File: config.mk
export PLATFORM = sky130hd
export DESIGN_NAME = cbb_ctrl
export DESIGN_NICKNAME = d
export VERILOG_FILES = /design/src/rtl/cbb_pkg.sv /design/src/rtl/cbb_ctrl.sv
export SDC_FILE = /design/constraint.sdc
export NUM_CORES = 1
export LEC_CHECK = 0
export BUFFER_PORTS_ARGS = -buffer_cell sky130_fd_sc_hd__buf_2
export CAP_MARGIN = 0
export CORE_MARGIN = 2
export CORE_UTILIZATION = 46
export CTS_CLUSTER_SIZE = 40
export DETAILED_ROUTE_END_ITERATION = 16
export PLACE_DENSITY_LB_ADDON = 0.08
export SYNTH_ARGS = -nofsm -noshare
export SYNTH_HDL_FRONTEND = slang
export SYNTH_SLANG_ARGS = --single-unit
File: constraint.sdc
create_clock -name clk -period 4.2 [get_ports clk]
set_input_delay 0.42 -clock clk [delete_from_list [all_inputs] [get_ports clk]]
set_output_delay 0.42 -clock clk [all_outputs]
set_load 0.005 [all_outputs]
File: src/rtl/cbb_pkg.sv
// shared types and constants for the circular byte buffer
`timescale 1ns / 1ps

package cbb_pkg;

	// default geometry
	localparam int DEPTH_DEF  = 1024;
	localparam int BURST_DEF  = 8;
	localparam int SIZE_RESET = 1024;

	// field widths
	localparam int CFG_W   = 11;
	localparam int TYPE_W  = 3;
	localparam int DATA_W  = 64;
	localparam int COUNT_W = 4;
	localparam int OFFS_W  = 10;
	localparam int STAT_W  = 10;

	// request types
	localparam logic [TYPE_W-1:0] REQ_WRITE = 3'd0;
	localparam logic [TYPE_W-1:0] REQ_READ  = 3'd1;
	localparam logic [TYPE_W-1:0] REQ_PEEK  = 3'd2;
	localparam logic [TYPE_W-1:0] REQ_FLUSH = 3'd3;
	localparam logic [TYPE_W-1:0] REQ_MATCH = 3'd4;

	// pattern byte that matches anything
	localparam logic [7:0] WILDCARD = 8'h3F;

	// byte store access controls
	typedef struct packed {
		logic en;
		logic we;
	} mem_ctl_t;

	// sequencer status
	typedef struct packed {
		logic busy;
		logic ovf;
		logic rd_pend;
	} stat_t;

endpackage

File: src/rtl/cbb_ctrl.sv
// request sequencer: pointers, byte walk over the store and result register
`timescale 1ns / 1ps

module cbb_ctrl #(
	parameter int DEPTH = cbb_pkg::DEPTH_DEF,
	parameter int BURST = cbb_pkg::BURST_DEF,
	parameter int PTR_W = $clog2(DEPTH)
) (
	input  logic                         clk,
	input  logic                         arst_n,
	input  logic                         cfg_we,
	input  logic [cbb_pkg::CFG_W-1:0]    cfg_wdata,
	input  logic                         in_valid,
	output logic                         in_ready,
	input  logic [cbb_pkg::TYPE_W-1:0]   in_type,
	input  logic [cbb_pkg::DATA_W-1:0]   in_data,
	input  logic [cbb_pkg::COUNT_W-1:0]  in_count,
	input  logic [cbb_pkg::OFFS_W-1:0]   in_offset,
	output logic                         out_valid,
	input  logic                         out_ready,
	output logic [cbb_pkg::DATA_W-1:0]   read_data,
	output logic [cbb_pkg::COUNT_W-1:0]  done_count,
	output logic                         matched,
	output logic [cbb_pkg::STAT_W-1:0]   used_count,
	output logic [cbb_pkg::STAT_W-1:0]   free_count,
	output logic                         overflow,
	output cbb_pkg::mem_ctl_t            mem_ctl,
	output logic [PTR_W-1:0]             mem_addr,
	output logic [7:0]                   mem_wdata,
	input  logic [7:0]                   mem_rdata,
	output cbb_pkg::stat_t               stat
);

	localparam int SIZE_W   = PTR_W + 1;
	localparam int SUM_W    = ((PTR_W > cbb_pkg::OFFS_W) ? PTR_W : cbb_pkg::OFFS_W) + 1;
	localparam int RST_SIZE = (cbb_pkg::SIZE_RESET > DEPTH) ? DEPTH : cbb_pkg::SIZE_RESET;

	localparam logic [1:0] ST_IDLE   = 2'd0;
	localparam logic [1:0] ST_DECODE = 2'd1;
	localparam logic [1:0] ST_RUN    = 2'd2;
	localparam logic [1:0] ST_FINISH = 2'd3;

	logic [1:0]        state_q;
	logic [PTR_W-1:0]  wp_q, rp_q, used_q;
	logic [SIZE_W-1:0] size_q;
	logic              ovf_q;

	logic [cbb_pkg::TYPE_W-1:0]  type_q;
	logic [cbb_pkg::DATA_W-1:0]  data_q;
	logic [cbb_pkg::COUNT_W-1:0] n_q, cnt_q, k_q;
	logic [cbb_pkg::OFFS_W-1:0]  offs_q;
	logic [PTR_W-1:0]            addr_q;
	logic [cbb_pkg::DATA_W-1:0]  rdata_q;
	logic                        ok_q, refuse_q;
	logic                        rd_s1;
	logic [2:0]                  k_s1;
	logic                        out_valid_q;

	logic [SIZE_W-1:0] size_clamp, free_w, addr_inc;
	logic [PTR_W-1:0]  addr_adv, used_nxt;
	logic [SUM_W-1:0]  avail_w, psum, pwrap;
	logic              n_le_free, n_le_used, n_le_avail;
	logic              issue, finish_go, hit;
	logic [7:0]        pat;
	logic [cbb_pkg::COUNT_W-1:0] n_clamp;

	// size register value from a configuration write
	always_comb begin
		if (cfg_wdata < cbb_pkg::CFG_W'(2)) begin
			size_clamp = SIZE_W'(2);
		end else if (32'(cfg_wdata) > 32'(DEPTH)) begin
			size_clamp = SIZE_W'(DEPTH);
		end else begin
			size_clamp = SIZE_W'(cfg_wdata);
		end
	end

	// burst length limit
	assign n_clamp = (32'(in_count) > 32'(BURST)) ? cbb_pkg::COUNT_W'(BURST) : in_count;

	// decode arithmetic on held state
	assign free_w     = size_q - SIZE_W'(1) - SIZE_W'(used_q);
	assign n_le_free  = 32'(n_q) <= 32'(free_w);
	assign n_le_used  = 32'(n_q) <= 32'(used_q);
	assign avail_w    = (SUM_W'(offs_q) < SUM_W'(used_q)) ? SUM_W'(used_q) - SUM_W'(offs_q)
	                                                       : '0;
	assign n_le_avail = SUM_W'(n_q) <= avail_w;
	assign psum       = SUM_W'(rp_q) + SUM_W'(offs_q);
	assign pwrap      = (psum >= SUM_W'(size_q)) ? psum - SUM_W'(size_q) : psum;

	// next slot with wrap at the buffer size
	assign addr_inc = SIZE_W'(addr_q) + SIZE_W'(1);
	assign addr_adv = (addr_inc == size_q) ? '0 : PTR_W'(addr_inc);

	// store access
	assign issue          = (state_q == ST_RUN) && (k_q != cnt_q);
	assign mem_ctl.en     = issue;
	assign mem_ctl.we     = (type_q == cbb_pkg::REQ_WRITE);
	assign mem_addr       = addr_q;
	assign mem_wdata      = data_q[8*k_q[2:0] +: 8];
	assign pat            = data_q[8*k_s1 +: 8];

	// completion
	assign finish_go = (state_q == ST_FINISH) && (!out_valid_q || out_ready);
	assign hit       = (type_q == cbb_pkg::REQ_MATCH) && (cnt_q != '0) && ok_q;

	always_comb begin
		case (type_q)
			cbb_pkg::REQ_WRITE: used_nxt = used_q + PTR_W'(cnt_q);
			cbb_pkg::REQ_READ:  used_nxt = used_q - PTR_W'(cnt_q);
			cbb_pkg::REQ_MATCH: used_nxt = hit ? used_q - PTR_W'(cnt_q) : used_q;
			cbb_pkg::REQ_FLUSH: used_nxt = '0;
			default:            used_nxt = used_q;
		endcase
	end

	// sequencer and buffer state
	always_ff @(posedge clk or negedge arst_n) begin
		if (!arst_n) begin
			state_q <= ST_IDLE;
			wp_q    <= '0;
			rp_q    <= '0;
			used_q  <= '0;
			size_q  <= SIZE_W'(RST_SIZE);
			ovf_q   <= 1'b0;
			rd_s1   <= 1'b0;
		end else begin
			rd_s1 <= issue && (type_q != cbb_pkg::REQ_WRITE);
			case (state_q)
				ST_IDLE: begin
					if (in_valid) begin
						state_q <= ST_DECODE;
					end
				end
				ST_DECODE: begin
					state_q <= ST_RUN;
				end
				ST_RUN: begin
					if (!issue) begin
						state_q <= ST_FINISH;
					end
				end
				ST_FINISH: begin
					if (finish_go) begin
						state_q <= ST_IDLE;
					end
				end
				default: state_q <= ST_IDLE;
			endcase
			// size change empties the buffer
			if (cfg_we) begin
				size_q <= size_clamp;
				wp_q   <= '0;
				rp_q   <= '0;
				used_q <= '0;
			end else if (finish_go) begin
				used_q <= used_nxt;
				if (refuse_q) begin
					ovf_q <= 1'b1;
				end
				case (type_q)
					cbb_pkg::REQ_WRITE: wp_q <= addr_q;
					cbb_pkg::REQ_READ:  rp_q <= addr_q;
					cbb_pkg::REQ_MATCH: begin
						if (hit) begin
							rp_q <= addr_q;
						end
					end
					cbb_pkg::REQ_FLUSH: rp_q <= wp_q;
					default: ;
				endcase
			end
		end
	end

	// per-request working registers
	always_ff @(posedge clk) begin
		if (state_q == ST_IDLE && in_valid) begin
			type_q <= in_type;
			data_q <= in_data;
			n_q    <= n_clamp;
			offs_q <= in_offset;
		end
		if (state_q == ST_DECODE) begin
			k_q      <= '0;
			ok_q     <= 1'b1;
			rdata_q  <= '0;
			refuse_q <= (type_q == cbb_pkg::REQ_WRITE) && !n_le_free;
			addr_q   <= (type_q == cbb_pkg::REQ_WRITE) ? wp_q :
			            (type_q == cbb_pkg::REQ_PEEK)  ? PTR_W'(pwrap) : rp_q;
			case (type_q)
				cbb_pkg::REQ_WRITE: cnt_q <= n_le_free ? n_q : '0;
				cbb_pkg::REQ_READ:  cnt_q <= n_le_used ? n_q : cbb_pkg::COUNT_W'(used_q);
				cbb_pkg::REQ_PEEK:  cnt_q <= n_le_avail ? n_q : cbb_pkg::COUNT_W'(avail_w);
				cbb_pkg::REQ_MATCH: cnt_q <= (n_q != '0 && n_le_used) ? n_q : '0;
				default:            cnt_q <= '0;
			endcase
		end
		if (issue) begin
			addr_q <= addr_adv;
			k_q    <= k_q + cbb_pkg::COUNT_W'(1);
			k_s1   <= k_q[2:0];
		end
		// gather read data in the cycle after each store read
		if (rd_s1) begin
			if (type_q == cbb_pkg::REQ_MATCH) begin
				ok_q <= ok_q & ((pat == cbb_pkg::WILDCARD) || (pat == mem_rdata));
			end else begin
				rdata_q[8*k_s1 +: 8] <= mem_rdata;
			end
		end
	end

	// result register
	always_ff @(posedge clk or negedge arst_n) begin
		if (!arst_n) begin
			out_valid_q <= 1'b0;
		end else if (finish_go) begin
			out_valid_q <= 1'b1;
		end else if (out_ready) begin
			out_valid_q <= 1'b0;
		end
	end

	always_ff @(posedge clk) begin
		if (finish_go) begin
			read_data  <= rdata_q;
			done_count <= (type_q == cbb_pkg::REQ_WRITE || type_q == cbb_pkg::REQ_READ ||
			               type_q == cbb_pkg::REQ_PEEK) ? cnt_q : '0;
			matched    <= hit;
			used_count <= cbb_pkg::STAT_W'(used_nxt);
			free_count <= cbb_pkg::STAT_W'(size_q - SIZE_W'(1) - SIZE_W'(used_nxt));
			overflow   <= ovf_q | refuse_q;
		end
	end

	assign out_valid    = out_valid_q;
	assign in_ready     = (state_q == ST_IDLE);
	assign stat.busy    = (state_q != ST_IDLE);
	assign stat.ovf     = ovf_q;
	assign stat.rd_pend = rd_s1;

endmodule

After elaboration in Yosys (flattened, before gate mapping)
Cells that the tools add are included.
{"block": "classes", "eq_ne": 15, "n_mux": 40, "n_reduce_logical": 29, "shift": 4, "add_sub_neg": 11, "n_lt_le_gt_ge": 8, "bitwise_logic": 3}
{"op": "two-way mux 64 bit", "count": 3}
{"op": "two-way mux 10 bit", "count": 15}
{"op": "variable part select 64 x 7 -> 8 bit", "count": 2}
{"op": "bitwise mux 64 bit", "count": 1}
{"op": "variable shift 8 x 34 -> 64 bit, first input constant", "count": 1}
{"op": "variable part select 8 x 34 -> 64 bit", "count": 1}
{"op": "case mux 10 bit (4 select lines)", "count": 1}
{"op": "negator 6 -> 34 bit", "count": 1}
{"op": "two-way mux 11 bit", "count": 3}
{"op": "case mux 10 bit (3 select lines)", "count": 1}
{"op": "two-way mux 4 bit", "count": 6}
{"op": "<= comparator 4 x 11 -> 1 bit", "count": 2}
{"op": "subtractor 10 bit", "count": 2}
{"op": "case mux 4 bit (4 select lines)", "count": 1}
{"op": "nonzero test 4 bit", "count": 3}
{"op": "adder 10 x 1 -> 11 bit, second input constant", "count": 1}
{"op": "adder 10 x 10 -> 11 bit", "count": 1}
{"op": "== test 11 bit", "count": 1}
{"op": "greater-or-equal comparator 11 bit", "count": 1}
{"op": "greater-than comparator 11 bit, second input constant", "count": 1}
{"op": "less-than comparator 11 x 2 -> 1 bit, second input constant", "count": 1}
{"op": "subtractor 10 x 10 -> 11 bit", "count": 1}
{"op": "subtractor 11 x 1 -> 11 bit, second input constant", "count": 1}
{"op": "subtractor 11 x 10 -> 11 bit", "count": 1}
{"op": "31 further kinds", "count": 58}
{"block": "totals", "register_bits": 304, "word_cells": 135, "out_inout_bits": 115, "in_bits": 105}

Depth between registers and ports, before layout
{"block": "depth", "word_depth": 7, "mapped_depth": 18}

Worst setup path before layout
Ideal clock, no wire load.
{"block": "synth_path", "path_kind": "register to register", "start": "register rp_q[0]", "end": "register addr_q[8] (netlist: mem_addr[8]) (data pin)", "setup_ns": 0.261, "path_buffers": 1, "path_slack_ns": 0.022, "synth_period_minus_slack_ns": 4.178, "arrival_time_ns": 3.918, "stages_incl_launch_ff": 18, "cell_sequence": "dfrtp_1 -> ha_1 -> fa_1 -> a211oi_1 -> nor2_1 -> o31a_1 -> o31ai_1 -> nor2b_1 -> o21ai_0 -> nand2b_1 -> ha_1 -> nor2_1 -> o31ai_1 -> o32ai_1 -> a21o_1 -> clkbuf_1 -> mux2_2 -> a221o_1"}
{"block": "synth_between", "elab_chain_cells": 7}
{"item": "start: declaration", "line_no": "cbb_ctrl.sv:44", "source": "logic [PTR_W-1:0] wp_q, rp_q, used_q;"}
{"item": "start signal: assignment", "line_no": "cbb_ctrl.sv:163", "source": "cbb_pkg::REQ_READ: rp_q <= addr_q;"}
{"item": "start signal: assignment", "line_no": "cbb_ctrl.sv:166", "source": "rp_q <= addr_q;"}
{"item": "start signal: assignment", "line_no": "cbb_ctrl.sv:169", "source": "cbb_pkg::REQ_FLUSH: rp_q <= wp_q;"}
{"item": "adder 10 x 10 -> 11 bit (*)", "line_no": "cbb_ctrl.sv:88", "source": "assign psum = SUM_W'(rp_q) + SUM_W'(offs_q);"}
{"item": "subtractor 10 bit / greater-or-equal comparator 11 bit (equally long branches)", "line_no": "cbb_ctrl.sv:89", "source": "assign pwrap = (psum >= SUM_W'(size_q)) ? psum - SUM_W'(size_q) : psum;"}
{"item": "two-way mux 10 bit (*)", "line_no": "cbb_ctrl.sv:89"}
{"item": "two-way mux 10 bit (*)", "line_no": "cbb_ctrl.sv:190", "source": "(type_q == cbb_pkg::REQ_PEEK) ? PTR_W'(pwrap) : rp_q;"}
{"item": "two-way mux 10 bit (*)", "line_no": "cbb_ctrl.sv:189", "source": "addr_q <= (type_q == cbb_pkg::REQ_WRITE) ? wp_q :"}
{"item": "two-way mux 10 bit (*)", "line_no": "cbb_ctrl.sv:184", "source": "if (state_q == ST_DECODE) begin"}
{"item": "two-way mux 10 bit (*)", "line_no": "cbb_ctrl.sv:199", "source": "if (issue) begin"}
{"item": "end signal: assignment", "line_no": "cbb_ctrl.sv:189"}
{"item": "end signal: assignment", "line_no": "cbb_ctrl.sv:200", "source": "addr_q <= addr_adv;"}
{"item": "end: declaration", "line_no": "cbb_ctrl.sv:52", "source": "logic [PTR_W-1:0] addr_q;"}
Mark *: on every way between the ends. The rest lies on a longest branch, timed or not. The select of a mux whose other input is x is not followed.
A chain may end at the register's enable or synchronous reset.

Worst setup path in the final report
{"block": "layout_path", "start": "register offs_q[0] (netlist bit)", "end": "register addr_q[9] (netlist: mem_addr[9]) (data pin)"}
{"block": "layout_between", "elab_chain_cells": 7}
{"item": "start: declaration", "line_no": "cbb_ctrl.sv:51", "source": "logic [cbb_pkg::OFFS_W-1:0] offs_q;"}
{"item": "start signal: assignment", "line_no": "cbb_ctrl.sv:182", "source": "offs_q <= in_offset;"}
{"item": "adder 10 x 10 -> 11 bit (*)", "line_no": "cbb_ctrl.sv:88"}
{"item": "subtractor 10 bit / greater-or-equal comparator 11 bit (equally long branches)", "line_no": "cbb_ctrl.sv:89"}
{"item": "two-way mux 10 bit (*)", "line_no": "cbb_ctrl.sv:89"}
{"item": "two-way mux 10 bit (*)", "line_no": "cbb_ctrl.sv:190"}
{"item": "two-way mux 10 bit (*)", "line_no": "cbb_ctrl.sv:189"}
{"item": "two-way mux 10 bit (*)", "line_no": "cbb_ctrl.sv:184"}
{"item": "two-way mux 10 bit (*)", "line_no": "cbb_ctrl.sv:199"}
Marked as above.

==> flow_summary.ini <==
[worst_setup_path]
crit_slowest_cell = edfxtp_1
worstSetupStartpoint = offs_q[0]$_DFFE_PP_
reg2regPathDepth = 15
end_kind = flop
regToRegEndpoint = mem_addr[9]$_DFFE_PP_
startpoint_type = flop
crit_fanout = 4
cp.required_ps = 4470
path_class = reg2reg
slowest_delay_ps = 420
cp_cell_sequence = ha_2 -> fa_2 -> a211oi_2 -> nor2_2 -> o31a_1 -> o31ai_1 -> buf_4 -> xnor2_2 -> ha_1 -> buf_4 -> and3_1 -> a221o_1 -> mux2_1 -> o31a_1 -> a221o_1
regToRegStartpoint = offs_q[0]$_DFFE_PP_
critical_path_arrival_ps = 4340
reg2reg_setup_slack_ps = 130

[route]
drtPass1Iterations = 6
vias = 12000
drc = 0
drt_iter0_markers = 1010
wirelength_mm = 43.1
vias_per_cell = 5.58
wl_per_cell_um = 20.0
antenna_left = 0

[synth]
ys_seq_area_share_pct = 51.2
synth_edf_count = 193
synth_cell_types = 87
synth_area_sq_um = 16100
synth.net_count = 1620
synth_cells = 1429
yosysWarningCount = 0
synth_seq_cells = 304
synth_top_area_share_pct = 36.0
postSynthAreaPerCell_sq_um = 11.3
synth_ff_type = edfxtp_1
synth_area_leader_cell = edfxtp_1
synth_area_leaders = edfxtp_1 (36%), dfxtp_1 (8.1%), dfrtp_1 (7.0%)
async_flop_share_pct = 15.1

[placement]
dpl_worst_slack_ps = -85.0
hpwl_mm = 31.5
portBuffers = 219
postPlaceCellArea_sq_um = 17900
finalWeightedCongestion = 0.896
dp_cells = 2085

[sta]
fin_hold_ws_ps = 17.4
setup_violations = 0
finClkSkew_ps = 14.1
fin_ws_ps = 129
max_clock_freq_ghz = 0.246
finalHoldViolCount = 0
rsz0062_at_grt = yes
worst_slew_pin_slew_ps = 1060
slew_headroom_pct = 29.4
fin_crit_ps = 4070
slew_viol_final = 0
min_period_over_period_pct = 96.9

[grt]
grt_pass1_vias = 11700
grt_pass1_wl_mm = 66.3
grt_max_degree = 82
antenna_found_initial = 1
gr-usage-all-layers_pct = 23.7
gr-total-overflow = 0

[cts]
cts_sinks = 304
postCtsHoldBufs = 0
cts_root_buffer = clkbuf_16
cts_htree_levels = 2
insertion_delay_ps = 530
clk_pin_slew_worst_paths_ps = 60
cts_buffer_depth = 3
cts_buffers = 34
cts_tree = yes

[die]
num_rows = 68
start_util_pct = 46.6
dieArea_sq_um = 36500
core_sq_um = 34500
fp.dieH_um = 191
die_w_um = 191
pin_count = 220

[layout]
nNetsFinal = 1863
antenna_cells = 0
fillCellCount = 3097
design_area_sq_um = 19100
final_cell_mix = buf_2 (219), edfxtp_1 (193), nand2_1 (151), nor2_1 (77), ha_1 (76)
syn2layout_area_growth_pct = 18.7
fin_cells = 2153
final_common_cell = buf_2
drive_above_1_share_pct = 23.7

[power]
power.total_w = 0.0141
ir_drop_uv = 587
powerDensity_nw_per_um2 = 737
p_leak_nw = 7.77

[job]
cap_violations = 0

[run_status]
status = completed

[worst_hold_path]
hold_class = in2async
-- how the worst max path moves through the flow --
stage / end / slack, ps / depth (start not counted)
2_1_floorplan: mem_addr[8]$_DFFE_PP_ / 20 / 17
4_1_cts: mem_addr[1]$_DFFE_PP_ / 1 / 19
5_1_grt: mem_addr[6]$_DFFE_PP_ / -40 / 19
6_report: mem_addr[9]$_DFFE_PP_ / 130 / 15
3_3_place_gp: mem_addr[9]$_DFFE_PP_ / 30 / 16
3_5_place_dp: mem_addr[9]$_DFFE_PP_ / -80 / 16
-- routing by layer --
layer	vias up	routed length (um)	part of all wire, %	track usage [%]
met5	-	11	0.026	0
met4	2	930	2.2	6.92
met3	57	2680	6.2	3.51
met2	344	19400	45	36.4
met1	5837	20100	47	35.0
li1	5764	-	-	-
-- state kept, by name (all words and copies together), names as in the netlist, 4 cells and up --
signal / flops
data_q: 64
rdata_q: 64
read_data: 64
size_q: 11
free_count: 10
mem_addr: 10
offs_q: 10
rp_q: 10
used_count: 10
used_q: 10
wp_q: 10
cnt_q: 4
done_count: 4
k_q: 4
n_q: 4
-- logic make-up (layout without fill, tap and decap cells) --
group	count (synthesis)	count (layout)	synth area share, %
and+or+nand+nor	462	462	14.7
DFF	304	304	51.2
AOI/OAI and AO/OA	301	301	12.6
buffers and inverters	141	410	3.50
adders and majority gates	86	86	7.01
muxes	69	69	6.86
xor gates and xnor gates	66	66	4.19
-- cells in the mapped netlist, types with 8 or more instances --
cell type and number:
and2_1 13, o21a_1 14, edfxtp_1 193, xnor2_1 39
o211ai_1 9, a211oi_1 16, a221o_1 14, mux2_2 9
dfrtp_1 45, a21oi_1 53, nor4_1 12, inv_1 70
o21ai_1 14, nand2b_1 56, ha_1 79, xor2_1 20
and3_1 13, a21o_1 12, o22ai_1 9, nor2_1 79
nand4_1 8, mux2i_1 26, o31ai_1 19, clkbuf_1 58
mux4_2 32, o21ai_0 76, nor2b_1 21, nand2_1 151
nand3b_1 36, dfxtp_1 65, nand3_1 30, nor3_1 17
-- layout make-up --
cell class	count	area [sq um]	share of cell area [%]
clock inverters	13	114	0.596
repair buffers	276	1540	8.04
well taps	455	569	2.98
clock buffers	49	988	5.17
multi-input cells	984	7390	38.6
flip-flops and latches	304	8250	43.2
inverters	72	273	1.43
-- power by group --
| group | internal (W) | switching, W |
|---|---|---|
| registers | 0.00423 | 0.000529 |
| logic | 0.00292 | 0.00349 |
| clock network | 0.00171 | 0.00121 |
| total | 0.00886 | 0.00524 |
-- repair_timing --
action / CTS / global route
gates resized for setup: 4 / 15
endpoints found under the setup margin: 7 / 15
setup buffers: 1 / 5
pin swaps: 0 / 11
-- critical path: cells and delay by family, from the launching register on --
family	cells	cell delay, ps
compound gates	6	1550
fa+ha+maj	3	940
flops	1	420
buf+inv	2	330
mux	1	320
simple gates	2	210
xor+xnor	1	60
-- through the flow --
stage                     util [%]  TNS, ps
after global routing          55.3    -73.1
after detailed placement      51.8     -264
final                         55.3        0
after CTS                     55.1        0
after global placement        51.8        0
after floorplan                  -        0
Note: power is estimated with default switching activity, not from simulation.
